==> config.mk <==
export PLATFORM = sky130hd
export DESIGN_NAME = load_window_scale_monitor_top
export DESIGN_NICKNAME = d
export VERILOG_FILES = /design/src/rtl/lwsm_pkg.sv /design/src/rtl/lwsm_ram.sv /design/src/rtl/lwsm_ctrl.sv /design/src/rtl/lwsm_datapath.sv /design/src/rtl/load_window_scale_monitor_top.sv
export SDC_FILE = /design/constraint.sdc
export NUM_CORES = 2
export LEC_CHECK = 0
export BUFFER_PORTS_ARGS = -buffer_cell sky130_fd_sc_hd__buf_2
export CORE_AREA = 3 3 578 580
export DETAILED_ROUTE_END_ITERATION = 7
export DIE_AREA = 0 0 581 583
export GPL_TIMING_DRIVEN = 0
export PLACE_DENSITY_LB_ADDON = 0.12
export SLEW_MARGIN = 25
export SYNTH_ARGS = -nofsm -noshare
export SYNTH_HDL_FRONTEND = slang
export SYNTH_SLANG_ARGS = --single-unit
==> constraint.sdc <==
create_clock -name clock -period 5.1 [get_ports clock]
set_clock_uncertainty 0.15 [all_clocks]
set_input_delay 0.51 -clock clock [delete_from_list [all_inputs] [get_ports clock]]
set_output_delay 0.51 -clock clock [all_outputs]
set_load 0.1 [all_outputs]
==> src/rtl/lwsm_pkg.sv <==
// Shared constants, codes and controller/datapath interface types for the load window monitor.
`timescale 1ns / 1ps

package lwsm_pkg;

   localparam int WINDOW_MAX  = 64;
   localparam int RING_AW     = $clog2(WINDOW_MAX);
   localparam int FILL_BITS   = $clog2(WINDOW_MAX + 1);
   localparam int SAMPLE_BITS = 20;
   localparam int NODE_BITS   = 9;
   localparam int NODES_MAX   = 256;
   localparam int MODE_BITS   = 2;
   localparam int LEN_BITS    = 7;
   localparam int ALPHA_BITS  = 9;
   localparam int ALPHA_MAX   = 256;
   localparam int SLOT_BITS   = 7;
   localparam int SUM_BITS    = 26;
   localparam int REQ_BITS    = 21;
   localparam int CAP_BITS    = NODE_BITS + SLOT_BITS;
   localparam int PROD_BITS   = CAP_BITS + ALPHA_BITS;
   localparam int BCL_BITS    = CAP_BITS + LEN_BITS;
   localparam int NUM_BITS    = 28;
   localparam int MAG_BITS    = NUM_BITS - 1;
   localparam int REM_BITS    = LEN_BITS + 1;
   localparam int DIV_STEPS   = MAG_BITS;
   localparam int CNT_BITS    = $clog2(DIV_STEPS + 1);
   localparam int CSR_AW      = 3;
   localparam int CSR_DW      = 9;

   localparam logic [CSR_AW-1:0] CSR_POLICY_MODE    = 3'd0;
   localparam logic [CSR_AW-1:0] CSR_WINDOW_LENGTH  = 3'd1;
   localparam logic [CSR_AW-1:0] CSR_ALPHA_Q8       = 3'd2;
   localparam logic [CSR_AW-1:0] CSR_SLOTS_PER_NODE = 3'd3;
   localparam logic [CSR_AW-1:0] CSR_BASE_NODES     = 3'd4;
   localparam logic [CSR_AW-1:0] CSR_TOTAL_NODES    = 3'd5;

   localparam logic [MODE_BITS-1:0] MODE_OFF        = 2'd0;
   localparam logic [MODE_BITS-1:0] MODE_PEAK_BOTH  = 2'd1;
   localparam logic [MODE_BITS-1:0] MODE_AVERAGE    = 2'd2;
   localparam logic [MODE_BITS-1:0] MODE_PEAK_LIMIT = 2'd3;

   typedef enum logic [3:0] {
      ST_IDLE,
      ST_DROP_RD,
      ST_DROP_SUB,
      ST_WRITE,
      ST_SCAN,
      ST_EVAL_MUL,
      ST_EVAL,
      ST_DIV,
      ST_DONE
   } state_type;

   typedef struct packed {
      logic accept;
      logic drop_rd;
      logic drop_sub;
      logic write;
      logic scan;
      logic eval_mul;
      logic eval;
      logic div_step;
      logic done_load;
   } ctrl_cmd_type;

   typedef struct packed {
      logic need_drop;
      logic scan_done;
      logic avg_fire;
      logic div_done;
      logic out_free;
   } dp_status_type;

endpackage

==> src/rtl/lwsm_ram.sv <==
// Generic single-write, single-read RAM with registered read data.
`timescale 1ns / 1ps

module lwsm_ram #(
   parameter int WIDTH = 8,
   parameter int DEPTH = 16
) (
   input  logic                     clock,
   input  logic                     wr_en,
   input  logic [$clog2(DEPTH)-1:0] wr_addr,
   input  logic [WIDTH-1:0]         wr_data,
   input  logic                     rd_en,
   input  logic [$clog2(DEPTH)-1:0] rd_addr,
   output logic [WIDTH-1:0]         rd_data
);

   logic [WIDTH-1:0] mem_ff [DEPTH];
   logic [WIDTH-1:0] rd_data_ff;

   always_ff @(posedge clock) begin
      if (wr_en) begin
         mem_ff[wr_addr] <= wr_data;
      end
      if (rd_en) begin
         rd_data_ff <= mem_ff[rd_addr];
      end
   end

   assign rd_data = rd_data_ff;

endmodule

==> src/rtl/lwsm_ctrl.sv <==
// Sequencing state machine for one tick transaction.
`timescale 1ns / 1ps

module lwsm_ctrl (
   input  logic                   clock,
   input  logic                   reset,
   input  logic                   req_valid,
   output logic                   req_stall,
   input  lwsm_pkg::dp_status_type status,
   output lwsm_pkg::ctrl_cmd_type  cmd
);

   lwsm_pkg::state_type state_ff, state_in;

   always_ff @(posedge clock) begin
      if (reset) begin
         state_ff <= lwsm_pkg::ST_IDLE;
      end else begin
         state_ff <= state_in;
      end
   end

   always_comb begin
      state_in = state_ff;
      unique case (state_ff)
         lwsm_pkg::ST_IDLE: begin
            if (req_valid) begin
               state_in = status.need_drop ? lwsm_pkg::ST_DROP_RD : lwsm_pkg::ST_WRITE;
            end
         end
         lwsm_pkg::ST_DROP_RD:  state_in = lwsm_pkg::ST_DROP_SUB;
         lwsm_pkg::ST_DROP_SUB: state_in = lwsm_pkg::ST_WRITE;
         lwsm_pkg::ST_WRITE:    state_in = lwsm_pkg::ST_SCAN;
         lwsm_pkg::ST_SCAN: begin
            if (status.scan_done) begin
               state_in = lwsm_pkg::ST_EVAL_MUL;
            end
         end
         lwsm_pkg::ST_EVAL_MUL: state_in = lwsm_pkg::ST_EVAL;
         lwsm_pkg::ST_EVAL: begin
            state_in = status.avg_fire ? lwsm_pkg::ST_DIV : lwsm_pkg::ST_DONE;
         end
         lwsm_pkg::ST_DIV: begin
            if (status.div_done) begin
               state_in = lwsm_pkg::ST_DONE;
            end
         end
         lwsm_pkg::ST_DONE: begin
            if (status.out_free) begin
               state_in = lwsm_pkg::ST_IDLE;
            end
         end
         default: state_in = lwsm_pkg::ST_IDLE;
      endcase
   end

   always_comb begin
      cmd       = '0;
      req_stall = 1'b1;
      unique case (state_ff)
         lwsm_pkg::ST_IDLE: begin
            req_stall  = 1'b0;
            cmd.accept = req_valid;
         end
         lwsm_pkg::ST_DROP_RD:  cmd.drop_rd  = 1'b1;
         lwsm_pkg::ST_DROP_SUB: cmd.drop_sub = 1'b1;
         lwsm_pkg::ST_WRITE:    cmd.write    = 1'b1;
         lwsm_pkg::ST_SCAN:     cmd.scan     = 1'b1;
         lwsm_pkg::ST_EVAL_MUL: cmd.eval_mul = 1'b1;
         lwsm_pkg::ST_EVAL:     cmd.eval     = 1'b1;
         lwsm_pkg::ST_DIV:      cmd.div_step = !status.div_done;
         lwsm_pkg::ST_DONE:     cmd.done_load = status.out_free;
         default: cmd = '0;
      endcase
   end

endmodule

==> src/rtl/lwsm_datapath.sv <==
// Window storage, running sum, peak scan, decision logic, divider and result register.
`timescale 1ns / 1ps

module lwsm_datapath (
   input  logic                                   clock,
   input  logic                                   reset,
   input  lwsm_pkg::ctrl_cmd_type                 cmd,
   output lwsm_pkg::dp_status_type                status,
   input  logic                                   csr_valid,
   input  logic [lwsm_pkg::CSR_AW-1:0]            csr_index,
   input  logic [lwsm_pkg::CSR_DW-1:0]            csr_data,
   input  logic [lwsm_pkg::SAMPLE_BITS-1:0]       req_pending_load,
   input  logic [lwsm_pkg::NODE_BITS-1:0]         req_active_count,
   input  logic                                   req_transition_settled,
   input  logic                                   req_popular_present,
   output logic                                   rsp_valid,
   input  logic                                   rsp_stall,
   output logic                                   rsp_scale_request,
   output logic signed [lwsm_pkg::REQ_BITS-1:0]   rsp_required_slots,
   output logic [lwsm_pkg::SAMPLE_BITS-1:0]       rsp_window_peak,
   output logic [lwsm_pkg::SUM_BITS-1:0]          rsp_window_sum,
   output logic [lwsm_pkg::FILL_BITS-1:0]         rsp_window_fill
);

   localparam logic [lwsm_pkg::NODE_BITS-1:0] NODES_SAT = lwsm_pkg::NODE_BITS'(lwsm_pkg::NODES_MAX);
   localparam logic [lwsm_pkg::ALPHA_BITS-1:0] ALPHA_SAT =
      lwsm_pkg::ALPHA_BITS'(lwsm_pkg::ALPHA_MAX);
   localparam logic [lwsm_pkg::LEN_BITS-1:0] LEN_MAX = lwsm_pkg::LEN_BITS'(lwsm_pkg::WINDOW_MAX);
   localparam logic [lwsm_pkg::MAG_BITS-1:0] POS_LIMIT =
      lwsm_pkg::MAG_BITS'((1 << (lwsm_pkg::REQ_BITS - 1)) - 1);
   localparam logic [lwsm_pkg::MAG_BITS-1:0] NEG_LIMIT =
      lwsm_pkg::MAG_BITS'(1 << (lwsm_pkg::REQ_BITS - 1));
   localparam logic [lwsm_pkg::REQ_BITS-1:0] REQ_POS_SAT = {1'b0, {(lwsm_pkg::REQ_BITS-1){1'b1}}};
   localparam logic [lwsm_pkg::REQ_BITS-1:0] REQ_NEG_SAT = {1'b1, {(lwsm_pkg::REQ_BITS-1){1'b0}}};

   // configuration
   logic [lwsm_pkg::MODE_BITS-1:0]  mode_ff;
   logic [lwsm_pkg::LEN_BITS-1:0]   wlen_ff;
   logic [lwsm_pkg::ALPHA_BITS-1:0] alpha_ff;
   logic [lwsm_pkg::SLOT_BITS-1:0]  slots_ff;
   logic [lwsm_pkg::NODE_BITS-1:0]  base_ff;
   logic [lwsm_pkg::NODE_BITS-1:0]  total_ff;

   // window state
   logic [lwsm_pkg::SAMPLE_BITS-1:0] samp_ff, samp_in;
   logic [lwsm_pkg::NODE_BITS-1:0]   nn_ff, nn_in;
   logic                             pop_ff, pop_in;
   logic [lwsm_pkg::RING_AW-1:0]     head_ff, head_in;
   logic [lwsm_pkg::FILL_BITS-1:0]   fill_ff, fill_in;
   logic [lwsm_pkg::SUM_BITS-1:0]    sum_ff, sum_in;
   logic [lwsm_pkg::RING_AW-1:0]     phase_ff, phase_in;
   logic                             first_ff, first_in;
   logic                             stable_ff, stable_in;

   // evaluation
   logic [lwsm_pkg::CAP_BITS-1:0]    cap_ff, cap_in;
   logic [lwsm_pkg::CAP_BITS-1:0]    bcap_ff, bcap_in;
   logic [lwsm_pkg::FILL_BITS-1:0]   scan_idx_ff, scan_idx_in;
   logic                             pend_ff, pend_in;
   logic [lwsm_pkg::SAMPLE_BITS-1:0] peak_ff, peak_in;
   logic [lwsm_pkg::PROD_BITS-1:0]   prod_ff, prod_in;
   logic [lwsm_pkg::BCL_BITS-1:0]    bcl_ff, bcl_in;
   logic                             fire_ff, fire_in;
   logic [lwsm_pkg::REQ_BITS-1:0]    req_ff, req_in;
   logic                             avg_ff, avg_in;
   logic                             neg_ff, neg_in;
   logic [lwsm_pkg::MAG_BITS-1:0]    q_ff, q_in;
   logic [lwsm_pkg::REM_BITS-1:0]    rem_ff, rem_in;
   logic [lwsm_pkg::CNT_BITS-1:0]    cnt_ff, cnt_in;

   // result register
   logic                             out_valid_ff, out_valid_in;
   logic                             out_fire_ff;
   logic [lwsm_pkg::REQ_BITS-1:0]    out_req_ff;
   logic [lwsm_pkg::SAMPLE_BITS-1:0] out_peak_ff;
   logic [lwsm_pkg::SUM_BITS-1:0]    out_sum_ff;
   logic [lwsm_pkg::FILL_BITS-1:0]   out_fill_ff;

   logic [lwsm_pkg::LEN_BITS-1:0]    len_c;
   logic [lwsm_pkg::NODE_BITS-1:0]   base_sat_c, total_sat_c;
   logic [lwsm_pkg::ALPHA_BITS-1:0]  alpha_sat_c;
   logic                             ram_we, ram_re;
   logic [lwsm_pkg::RING_AW-1:0]     ram_waddr, ram_raddr;
   logic [lwsm_pkg::SAMPLE_BITS-1:0] ram_rdata;
   logic                             scan_issue;
   logic                             boundary, over, under, rule_fire, fire_c;
   logic signed [lwsm_pkg::NUM_BITS-1:0] num_c;
   logic [lwsm_pkg::REM_BITS-1:0]    rem_sh;
   logic                             rem_ge;
   logic [lwsm_pkg::REQ_BITS-1:0]    req_final;
   logic [lwsm_pkg::LEN_BITS:0]      phase_inc;

   always_comb begin
      if (wlen_ff == '0) begin
         len_c = lwsm_pkg::LEN_BITS'(1);
      end else if (wlen_ff > LEN_MAX) begin
         len_c = LEN_MAX;
      end else begin
         len_c = wlen_ff;
      end
   end

   assign base_sat_c  = (base_ff > NODES_SAT) ? NODES_SAT : base_ff;
   assign total_sat_c = (total_ff > NODES_SAT) ? NODES_SAT : total_ff;
   assign alpha_sat_c = (alpha_ff > ALPHA_SAT) ? ALPHA_SAT : alpha_ff;

   // configuration writes
   always_ff @(posedge clock) begin
      if (reset) begin
         mode_ff  <= lwsm_pkg::MODE_PEAK_LIMIT;
         wlen_ff  <= lwsm_pkg::LEN_BITS'(16);
         alpha_ff <= lwsm_pkg::ALPHA_BITS'(128);
         slots_ff <= lwsm_pkg::SLOT_BITS'(4);
         base_ff  <= lwsm_pkg::NODE_BITS'(16);
         total_ff <= lwsm_pkg::NODE_BITS'(64);
      end else if (csr_valid) begin
         unique case (csr_index)
            lwsm_pkg::CSR_POLICY_MODE:    mode_ff  <= csr_data[lwsm_pkg::MODE_BITS-1:0];
            lwsm_pkg::CSR_WINDOW_LENGTH:  wlen_ff  <= csr_data[lwsm_pkg::LEN_BITS-1:0];
            lwsm_pkg::CSR_ALPHA_Q8:       alpha_ff <= csr_data[lwsm_pkg::ALPHA_BITS-1:0];
            lwsm_pkg::CSR_SLOTS_PER_NODE: slots_ff <= csr_data[lwsm_pkg::SLOT_BITS-1:0];
            lwsm_pkg::CSR_BASE_NODES:     base_ff  <= csr_data[lwsm_pkg::NODE_BITS-1:0];
            lwsm_pkg::CSR_TOTAL_NODES:    total_ff <= csr_data[lwsm_pkg::NODE_BITS-1:0];
            default: ;
         endcase
      end
   end

   // sample ring
   assign scan_issue = cmd.scan && (scan_idx_ff < fill_ff);
   assign ram_we     = cmd.write;
   assign ram_waddr  = head_ff + fill_ff[lwsm_pkg::RING_AW-1:0];
   assign ram_re     = cmd.drop_rd || scan_issue;
   assign ram_raddr  = cmd.drop_rd ? head_ff : head_ff + scan_idx_ff[lwsm_pkg::RING_AW-1:0];

   lwsm_ram #(
      .WIDTH (lwsm_pkg::SAMPLE_BITS),
      .DEPTH (lwsm_pkg::WINDOW_MAX)
   ) u_ring (
      .clock   (clock),
      .wr_en   (ram_we),
      .wr_addr (ram_waddr),
      .wr_data (samp_ff),
      .rd_en   (ram_re),
      .rd_addr (ram_raddr),
      .rd_data (ram_rdata)
   );

   // decision
   assign boundary = first_ff && (phase_ff == '0) && stable_ff;
   assign over     = peak_ff > lwsm_pkg::SAMPLE_BITS'(cap_ff);
   assign under    = {peak_ff, 8'b0} < (lwsm_pkg::SAMPLE_BITS + 8)'(prod_ff);

   always_comb begin
      case (mode_ff)
         lwsm_pkg::MODE_PEAK_BOTH:  rule_fire = over || under;
         lwsm_pkg::MODE_PEAK_LIMIT: rule_fire = (over && (nn_ff < total_sat_c)) ||
                                                (under && (nn_ff > base_sat_c));
         lwsm_pkg::MODE_AVERAGE:    rule_fire = pop_ff;
         default:                   rule_fire = 1'b0;
      endcase
   end

   assign fire_c = boundary && rule_fire;
   assign num_c  = $signed({2'b0, sum_ff}) - $signed(lwsm_pkg::NUM_BITS'(bcl_ff));

   // restoring divide step
   assign rem_sh = {rem_ff[lwsm_pkg::REM_BITS-2:0], q_ff[lwsm_pkg::MAG_BITS-1]};
   assign rem_ge = rem_sh >= lwsm_pkg::REM_BITS'(len_c);

   always_comb begin
      if (!avg_ff) begin
         req_final = req_ff;
      end else if (!neg_ff) begin
         req_final = (q_ff > POS_LIMIT) ? REQ_POS_SAT : q_ff[lwsm_pkg::REQ_BITS-1:0];
      end else begin
         req_final = (q_ff > NEG_LIMIT) ? REQ_NEG_SAT : (~q_ff[lwsm_pkg::REQ_BITS-1:0] + 1'b1);
      end
   end

   assign phase_inc = {1'b0, phase_ff} + 1'b1;

   always_comb begin
      samp_in     = samp_ff;
      nn_in       = nn_ff;
      pop_in      = pop_ff;
      head_in     = head_ff;
      fill_in     = fill_ff;
      sum_in      = sum_ff;
      phase_in    = phase_ff;
      first_in    = first_ff;
      stable_in   = stable_ff;
      cap_in      = cap_ff;
      bcap_in     = bcap_ff;
      scan_idx_in = scan_idx_ff;
      pend_in     = 1'b0;
      peak_in     = peak_ff;
      prod_in     = prod_ff;
      bcl_in      = bcl_ff;
      fire_in     = fire_ff;
      req_in      = req_ff;
      avg_in      = avg_ff;
      neg_in      = neg_ff;
      q_in        = q_ff;
      rem_in      = rem_ff;
      cnt_in      = cnt_ff;

      if (cmd.accept) begin
         samp_in   = req_pending_load;
         nn_in     = (req_active_count > NODES_SAT) ? NODES_SAT : req_active_count;
         pop_in    = req_popular_present;
         stable_in = stable_ff || req_transition_settled;
      end
      if (cmd.drop_sub) begin
         sum_in  = sum_ff - lwsm_pkg::SUM_BITS'(ram_rdata);
         head_in = head_ff + 1'b1;
         fill_in = fill_ff - 1'b1;
      end
      if (cmd.write) begin
         fill_in     = fill_ff + 1'b1;
         sum_in      = sum_ff + lwsm_pkg::SUM_BITS'(samp_ff);
         cap_in      = nn_ff * slots_ff;
         bcap_in     = base_sat_c * slots_ff;
         scan_idx_in = '0;
         peak_in     = '0;
      end
      if (cmd.scan) begin
         pend_in = scan_issue;
         if (scan_issue) begin
            scan_idx_in = scan_idx_ff + 1'b1;
         end
         if (pend_ff && (ram_rdata > peak_ff)) begin
            peak_in = ram_rdata;
         end
      end
      if (cmd.eval_mul) begin
         prod_in = cap_ff * alpha_sat_c;
         bcl_in  = bcap_ff * len_c;
      end
      if (cmd.eval) begin
         fire_in = fire_c;
         avg_in  = fire_c && (mode_ff == lwsm_pkg::MODE_AVERAGE);
         neg_in  = num_c[lwsm_pkg::NUM_BITS-1];
         q_in    = num_c[lwsm_pkg::NUM_BITS-1] ? lwsm_pkg::MAG_BITS'(-num_c)
                                               : lwsm_pkg::MAG_BITS'(num_c);
         rem_in  = '0;
         cnt_in  = '0;
         req_in  = fire_c ? ({1'b0, peak_ff} - lwsm_pkg::REQ_BITS'(bcap_ff)) : '0;
         if (fire_c) begin
            stable_in = 1'b0;
         end
      end
      if (cmd.div_step) begin
         rem_in = rem_ge ? (rem_sh - lwsm_pkg::REM_BITS'(len_c)) : rem_sh;
         q_in   = {q_ff[lwsm_pkg::MAG_BITS-2:0], rem_ge};
         cnt_in = cnt_ff + 1'b1;
      end
      if (cmd.done_load) begin
         phase_in = (phase_inc >= {1'b0, len_c}) ? '0 : phase_inc[lwsm_pkg::RING_AW-1:0];
         first_in = 1'b1;
      end
   end

   assign out_valid_in = cmd.done_load || (out_valid_ff && rsp_stall);

   always_ff @(posedge clock) begin
      if (reset) begin
         head_ff      <= '0;
         fill_ff      <= '0;
         sum_ff       <= '0;
         phase_ff     <= '0;
         first_ff     <= 1'b0;
         stable_ff    <= 1'b1;
         pend_ff      <= 1'b0;
         cnt_ff       <= '0;
         out_valid_ff <= 1'b0;
      end else begin
         head_ff      <= head_in;
         fill_ff      <= fill_in;
         sum_ff       <= sum_in;
         phase_ff     <= phase_in;
         first_ff     <= first_in;
         stable_ff    <= stable_in;
         pend_ff      <= pend_in;
         cnt_ff       <= cnt_in;
         out_valid_ff <= out_valid_in;
      end
   end

   always_ff @(posedge clock) begin
      samp_ff     <= samp_in;
      nn_ff       <= nn_in;
      pop_ff      <= pop_in;
      cap_ff      <= cap_in;
      bcap_ff     <= bcap_in;
      scan_idx_ff <= scan_idx_in;
      peak_ff     <= peak_in;
      prod_ff     <= prod_in;
      bcl_ff      <= bcl_in;
      fire_ff     <= fire_in;
      req_ff      <= req_in;
      avg_ff      <= avg_in;
      neg_ff      <= neg_in;
      q_ff        <= q_in;
      rem_ff      <= rem_in;
      if (cmd.done_load) begin
         out_fire_ff <= fire_ff;
         out_req_ff  <= req_final;
         out_peak_ff <= peak_ff;
         out_sum_ff  <= sum_ff;
         out_fill_ff <= fill_ff;
      end
   end

   assign status.need_drop = (fill_ff >= lwsm_pkg::FILL_BITS'(len_c)) && (fill_ff != '0);
   assign status.scan_done = !(scan_idx_ff < fill_ff) && !pend_ff;
   assign status.avg_fire  = fire_c && (mode_ff == lwsm_pkg::MODE_AVERAGE);
   assign status.div_done  = cnt_ff == lwsm_pkg::CNT_BITS'(lwsm_pkg::DIV_STEPS);
   assign status.out_free  = !out_valid_ff || !rsp_stall;

   assign rsp_valid          = out_valid_ff;
   assign rsp_scale_request  = out_fire_ff;
   assign rsp_required_slots = $signed(out_req_ff);
   assign rsp_window_peak    = out_peak_ff;
   assign rsp_window_sum     = out_sum_ff;
   assign rsp_window_fill    = out_fill_ff;

`ifndef SYNTHESIS
   a_fill_bound: assert property (@(posedge clock) disable iff (reset)
      fill_ff <= lwsm_pkg::FILL_BITS'(lwsm_pkg::WINDOW_MAX))
      else $error("window fill above capacity");

   a_no_fire_zero: assert property (@(posedge clock) disable iff (reset)
      (out_valid_ff && !out_fire_ff) |-> (out_req_ff == '0))
      else $error("required slots nonzero without scale request");

   a_load_valid: assert property (@(posedge clock) disable iff (reset)
      cmd.done_load |=> out_valid_ff)
      else $error("result load did not raise valid");

   a_div_count: assert property (@(posedge clock) disable iff (reset)
      cnt_ff <= lwsm_pkg::CNT_BITS'(lwsm_pkg::DIV_STEPS))
      else $error("divider step count overrun");
`endif

endmodule

==> src/rtl/load_window_scale_monitor_top.sv <==
// An accepted transaction runs through write, peak scan, multiply and evaluate, then loads its
// result; drop read and subtract come first when the oldest sample is dropped, and the divider
// runs one bit per cycle when the average rule fires. The load waits while rsp_stall holds the
// previous result; a new transaction is taken only in idle. The scan reads one ring entry a cycle.
// Reset: synchronous, active high; clears window, sum, phase, sets stable, loads register defaults.
// The sample ring itself is not cleared; only written entries are ever read.
`timescale 1ns / 1ps

module load_window_scale_monitor_top (
   input  logic                                   clock,
   input  logic                                   reset,
   input  logic                                   req_valid,
   output logic                                   req_stall,
   input  logic [lwsm_pkg::SAMPLE_BITS-1:0]       req_pending_load,
   input  logic [lwsm_pkg::NODE_BITS-1:0]         req_active_count,
   input  logic                                   req_transition_settled,
   input  logic                                   req_popular_present,
   output logic                                   rsp_valid,
   input  logic                                   rsp_stall,
   output logic                                   rsp_scale_request,
   output logic signed [lwsm_pkg::REQ_BITS-1:0]   rsp_required_slots,
   output logic [lwsm_pkg::SAMPLE_BITS-1:0]       rsp_window_peak,
   output logic [lwsm_pkg::SUM_BITS-1:0]          rsp_window_sum,
   output logic [lwsm_pkg::FILL_BITS-1:0]         rsp_window_fill,
   input  logic                                   csr_valid,
   output logic                                   csr_ready,
   input  logic [lwsm_pkg::CSR_AW-1:0]            csr_index,
   input  logic [lwsm_pkg::CSR_DW-1:0]            csr_data
);

   lwsm_pkg::ctrl_cmd_type  cmd;
   lwsm_pkg::dp_status_type status;

   assign csr_ready = 1'b1;

   lwsm_ctrl u_ctrl (
      .clock     (clock),
      .reset     (reset),
      .req_valid (req_valid),
      .req_stall (req_stall),
      .status    (status),
      .cmd       (cmd)
   );

   lwsm_datapath u_datapath (
      .clock                  (clock),
      .reset                  (reset),
      .cmd                    (cmd),
      .status                 (status),
      .csr_valid              (csr_valid && csr_ready),
      .csr_index              (csr_index),
      .csr_data               (csr_data),
      .req_pending_load       (req_pending_load),
      .req_active_count       (req_active_count),
      .req_transition_settled (req_transition_settled),
      .req_popular_present    (req_popular_present),
      .rsp_valid              (rsp_valid),
      .rsp_stall              (rsp_stall),
      .rsp_scale_request      (rsp_scale_request),
      .rsp_required_slots     (rsp_required_slots),
      .rsp_window_peak        (rsp_window_peak),
      .rsp_window_sum         (rsp_window_sum),
      .rsp_window_fill        (rsp_window_fill)
   );

endmodule

# Word-level counts from Yosys, hierarchy flattened
# Memories as Yosys holds them, arrays and structs flattened. A register that Yosys moved wholly into a read port is not among the register bits.
# Index checks and enable logic that the tools add are counted.
# totals
inputBits,48
ram_bits,1280
register_bits,371
elab_cells,184
mem_count,1
output_inout_bits,78
# mem_list
name,words,word_bits,read_ports,rd_clocked_by_memory_dff,wr,line_no,source
u_datapath.u_ring.mem_ff,64,20,1,1,1,lwsm_ram.sv:17,logic [WIDTH-1:0] mem_ff [DEPTH];
# op_classes
reduce_logical,37
magnitude_cmp,16
n_mux,52
eq_ne,21
n_addsub,15
mul,4
n_bitwise,2
# op_table
operator,n
$mux 21,4
$mux 27,3
$mux 7,10
$mux 20,3
$mux 26,2
$gt 9x9->1 const B,4
$pmux 4 s9,1
$mul 9x7->16,2
$lt 28x25->1,1
$gt 27x20->1 const B,1
$gt 27x21->1 const B,1
$mux 9,3
$neg 27->27,1
$sub 26x23->27,1
$add 26x20->26,1
$sub 26x20->26,1
$mul 16x9->25,1
$mul 16x7->23,1
$add 21x1->21 const B,1
$not 21->21,1
$sub 20x16->21,1
$gt 20x16->1,1
$gt 20x20->1,1
$mux 4,5
other kinds (43),96

# Depth between registers and ports, before layout
# logic_depth
word_depth,10
ltp_mapped,24
mapped_depth_nobuf,22

# Hierarchy
# From an unflattened synthesis, not the netlist that was laid out.
# hier_totals
cells_unflattened,5900
hier_area_um2,82975.8
# modules_own_cells
mod,seq_area_each_um2,area_per_inst_um2,instances,cells_each
lwsm_ram,39037.4,49695.2,1,2243
lwsm_datapath,9779.4,32946.6,1,3607
lwsm_ctrl,80.1,322.8,1,48
load_window_scale_monitor_top,0.0,11.3,1,2

# Worst setup path before layout
# OpenSTA, ideal clock, no wires.
# synth_path
path_kind,reg2reg
from,reg u_datapath.alpha_ff[8] in the netlist's numbering
to,"reg u_datapath.prod_ff[24] in the netlist's numbering, data pin"
path_buffers,2
slack_ns,-0.499
t_required_ns,4.783
period_less_slack_ns,5.599
setup_time_ns,0.167
arrival_ns,5.282
stages_incl_launch_ff,22
path_cell_list,dfxtp_1 > clkbuf_1 > nor2b_1 > clkbuf_1 > nand2_1 > fa_1 > inv_1 > fa_1 > inv_1 > fa_1 > fa_1 > inv_1 > ha_1 > o21a_1 > o21ai_0 > a21oi_1 > o31a_1 > a41o_1 > o211a_1 > a31oi_1 > nor2_1 > a211oi_1
# synth_between
elab_chain_cells,3
# synth_rtl
element,line_no,source
"start, declared",lwsm_datapath.sv:39,logic [lwsm_pkg::ALPHA_BITS-1:0] alpha_ff;
"start signal, assigned",lwsm_datapath.sv:112,alpha_ff <= lwsm_pkg::ALPHA_BITS'(128);
"start signal, assigned",lwsm_datapath.sv:120,lwsm_pkg::CSR_ALPHA_Q8: alpha_ff <= csr_data[lwsm_pkg::ALPHA_BITS-1:0];
$gt 9x9->1,lwsm_datapath.sv:105,assign alpha_sat_c = (alpha_ff > ALPHA_SAT) ? ALPHA_SAT : alpha_ff;
$mux 9 *,lwsm_datapath.sv:105,
$mul 16x9->25 *,lwsm_datapath.sv:237,prod_in = cap_ff * alpha_sat_c;
"end signal, assigned",lwsm_datapath.sv:298,prod_ff <= prod_in;
"end, declared",lwsm_datapath.sv:61,"logic [lwsm_pkg::PROD_BITS-1:0] prod_ff, prod_in;"
# Every way passes the cells marked *; elsewhere a longest branch is shown, timed or not.
# A chain may end at the register's enable or synchronous reset.

# Worst setup path in the final report
# layout_path
from,reg u_datapath.cap_ff[7] in the netlist's numbering
to,"reg u_datapath.prod_ff[24] in the netlist's numbering, data pin"
# layout_between
elab_chain_cells,1
# layout_rtl
element,line_no,source
"start, declared",lwsm_datapath.sv:56,"logic [lwsm_pkg::CAP_BITS-1:0] cap_ff, cap_in;"
"start signal, assigned",lwsm_datapath.sv:294,cap_ff <= cap_in;
$mul 16x9->25,lwsm_datapath.sv:237,
# Every way passes these cells.

==> flow_metrics.tcl <==
set metrics [dict create \
    die_area_sq_um 339000 \
    slew_violations 0 \
    avgViaCountPerCell 4.55 \
    final_area_sq_um 102000 \
    cts_tree "yes" \
    synth_edf_count 1543 \
    avgSynthCellArea_sq_um 14.3 \
    fin_setup_tns_ns -1.96 \
    netlist_instances 5757 \
    violations "setup timing" \
    fin_cells 10975 \
    worstHoldPathType "input port to register" \
    place.gp.congestion 0.826 \
    io_pins 126 \
    vias 49981 \
    dp_cells 10414 \
    yosysUniqueCellTypes 79 \
    drt_pass1_iterations 5 \
    synth_nets 6387 \
    finalSetupViolations 10 \
    fillers 32730 \
    synth_compound_area_share_pct 6.43 \
    drive_above_1_share_pct 23.4 \
    cts_made_buffers 196 \
    rows 211 \
    cp.required_ns 5.49 \
    dp_hpwl_mm 198 \
    placedInstanceArea_sq_um 92300 \
    crit_fanout 10 \
    outcome "finished with violations" \
    cts_root_buffer "clkbuf_16" \
    p_total_mw 52.7 \
    regArea_sq_um 48900 \
    p_leak_nw 37.0 \
    die_y_microns 583 \
    critPathCaptureType "register" \
    final_cell_mix "edfxtp_1, nand2_1, inv_1" \
    synth_top_family_by_area "adder cells" \
    seq_area_frac_synth_pct 59.4 \
    layout.cells.most_common "edfxtp_1" \
    clock_latency_ns 0.89 \
    multiInputGateArea_sq_um 32500 \
    cap_violations 0 \
    synthAdderAreaFrac_pct 11.1 \
    drtIter0Drc 3771 \
    antenna_found_initial 17 \
    synthMuxAreaShare_pct 9.97 \
    area_delta_synth_final_pct 24.2 \
    fin_util_pct 31.0 \
    p_per_area_nw_per_um2 515 \
    period_share_pct 108 \
    clk_path_buf_depth 4 \
    finalHoldViolations 0 \
    drt_wl_total_mm 268 \
    rsz0062_at_grt "yes" \
    critPathKind "register to register" \
    synthXorXnorAreaFrac_pct 1.96 \
    wl_per_cell_microns 24.5 \
    cp-start-kind "register" \
    worstPathArrival_ns 5.91 \
    grt_pass1_vias 51436 \
    die_x_microns 581 \
    grt_start_max_net_pins 67 \
    fin_ws_ns -0.420 \
    cts_sinks 1671 \
    grt_usage_pct 15.6 \
    max-vdd-ir-drop_uv 309 \
    synth_ff_type "edfxtp_1" \
    cts.clk_slew.worst_paths_ns 0.06 \
    initial_core_util_pct 25.0 \
    ant_nets 0 \
    netlist_area_sq_um 82300 \
    io_buffers 123 \
    max_slew_margin_pct 24.8 \
    overflow 0 \
    synthSimpleGateAreaFrac_pct 7.76 \
    fin_nets 7071 \
    ys_seq_elements 1671 \
    yosys_warnings 0 \
    fmax_mhz 181 \
    finalCriticalPeriod_ns 5.52 \
    grt_pass1_wl_mm 383 \
    core_area_sq_um 330000 \
    tightest_slew_ns 1.12 \
    h-tree-depth 4 \
    async_reset_ff_share_pct 0 \
    drc 0 \
]
==> cells by family (layout without fill, tap and decap cells) <==
group	Yosys count	after routing
flip-flops	1671	1671
adder cells (fa/ha/maj)	582	582
AO/OA/AOI/OAI	835	835
XOR/XNOR	183	183
other	1	9
multiplexers	419	419
buffers and inverters	720	1564
AND/OR/NAND/NOR	1346	1346
==> area by class of cell <==
class / count / area share [%]
clock buffer: 233 / 5.01
buffer: 223 / 1.31
tap: 4366 / 5.34
inverter: 478 / 1.79
multi-input combinational: 3366 / 31.8
sequential: 1671 / 47.9
antenna: 8 / 0.0196
timing repair buffer: 505 / 5.52
clock inverter: 125 / 1.36
==> per-layer routing <==
metal	share of wire [%]	track usage (%)
met2	48	26.2
met4	2.7	4.17
met5	0.0063	0
met1	45	21.4
met3	3.6	1.55
==> cell usage after synthesis (all sizes together), types with 5 or more instances <==
library cell | count | area, sq um
o41ai | 6 | 71.3
a21oi | 322 | 1620
mux2i | 94 | 941
or2 | 14 | 87.6
fa | 243 | 4860
nand3 | 48 | 240
or3 | 19 | 124
xnor2 | 124 | 1090
o311ai | 6 | 52.6
a221oi | 7 | 61.3
o21bai | 18 | 135
dfxtp | 128 | 2560
nand2 | 462 | 1730
nor4b | 10 | 113
nand3b | 5 | 37.5
edfxtp | 1543 | 46300
nand4 | 27 | 169
inv | 475 | 1780
o31ai | 7 | 52.6
nor2 | 342 | 1280
mux2 | 5 | 56.3
o211ai | 22 | 170
a22oi | 5 | 37.5
nor4 | 15 | 93.8
mux4 | 320 | 7210
a22o | 21 | 184
nor3 | 72 | 372
and3 | 23 | 144
o21ai | 98 | 490
or4 | 7 | 52.6
a21o | 61 | 458
xor2 | 58 | 508
clkbuf | 171 | 642
a211oi | 159 | 1200
o21a | 22 | 165
nor2b | 146 | 913
ha | 339 | 4240
and2 | 112 | 701
buf | 71 | 345
o22ai | 25 | 156
nor3b | 8 | 60.1
nand2b | 26 | 170
a31oi | 23 | 144
==> critical path, cell delays in order (launching register included) <==
cell and delay, ns:
edfxtp_1 0.76, nand2_1 0.16, fa_1 0.54, inv_1 0.05, fa_1 0.49, fa_1 0.52
inv_1 0.05, fa_1 0.47, inv_1 0.06, ha_4 0.23, o21a_1 0.20, o21ai_2 0.15
a21oi_2 0.05, o31a_1 0.35, a41o_1 0.29, o211a_1 0.29, a31oi_4 0.22, buf_6 0.14
a211oi_4 0.05
==> stage by stage <==
| stage | hold slack (ns) | worst slack (ns) |
|---|---|---|
| floorplan | 0.250 | -0.0267 |
| global placement | 0.257 | -2.83 |
| detailed placement | 0.261 | -1.91 |
| CTS | 0.0158 | -0.285 |
| global route | 0.0700 | -0.524 |
| finish | 0.100 | -0.420 |
==> flip-flops by register name (all words and copies together), names as in the netlist, 9 cells and up <==
register,count
u_datapath.rsp_window_peak,20
u_datapath.u_ring.rd_data,20
u_datapath.bcl_ff,23
u_datapath.total_ff,9
u_datapath.sum_ff,26
u_datapath.u_ring.mem_ff,1280
u_datapath.rsp_required_slots,21
u_datapath.req_ff,21
u_datapath.peak_ff,20
u_datapath.base_ff,9
u_datapath.prod_ff,25
u_datapath.samp_ff,20
u_datapath.bcap_ff,16
u_datapath.alpha_ff,9
u_datapath.rsp_window_sum,26
u_datapath.nn_ff,9
u_datapath.cap_ff,16
u_datapath.q_ff,27
==> worst paths after layout <==
path	start	endpoint	slack [ns]	cells after the start
worst max-delay path	u_datapath.cap_ff[7]	u_datapath.prod_ff[24]	-0.42	18
worst min-delay path	csr_index[0]	u_datapath.slots_ff[2]	0.10	4
worst max register to register	u_datapath.cap_ff[7]	u_datapath.prod_ff[24]	-0.42	18
worst min register to register	u_datapath.base_ff[5]	u_datapath.base_ff[5]	0.30	2
==> report_power, final <==
| group | internal [mW] | switching (mW) | total (mW) |
|---|---|---|---|
| logic | 8.54 | 12.2 | 20.8 |
| clock network | 8.37 | 5.97 | 14.3 |
| registers | 16.4 | 1.15 | 17.6 |
==> what timing repair did <==
item / CTS / global route
endpoints found under the hold margin: 78 / 0
cloned: 2 / 0
setup buffers: 98 / 63
hold buffers: 53 / 0
resized for setup: 295 / 140
endpoints found under the setup margin: 87 / 50
pin swaps: 76 / 92
No activity file was read; power rests on OpenSTA's default activity.
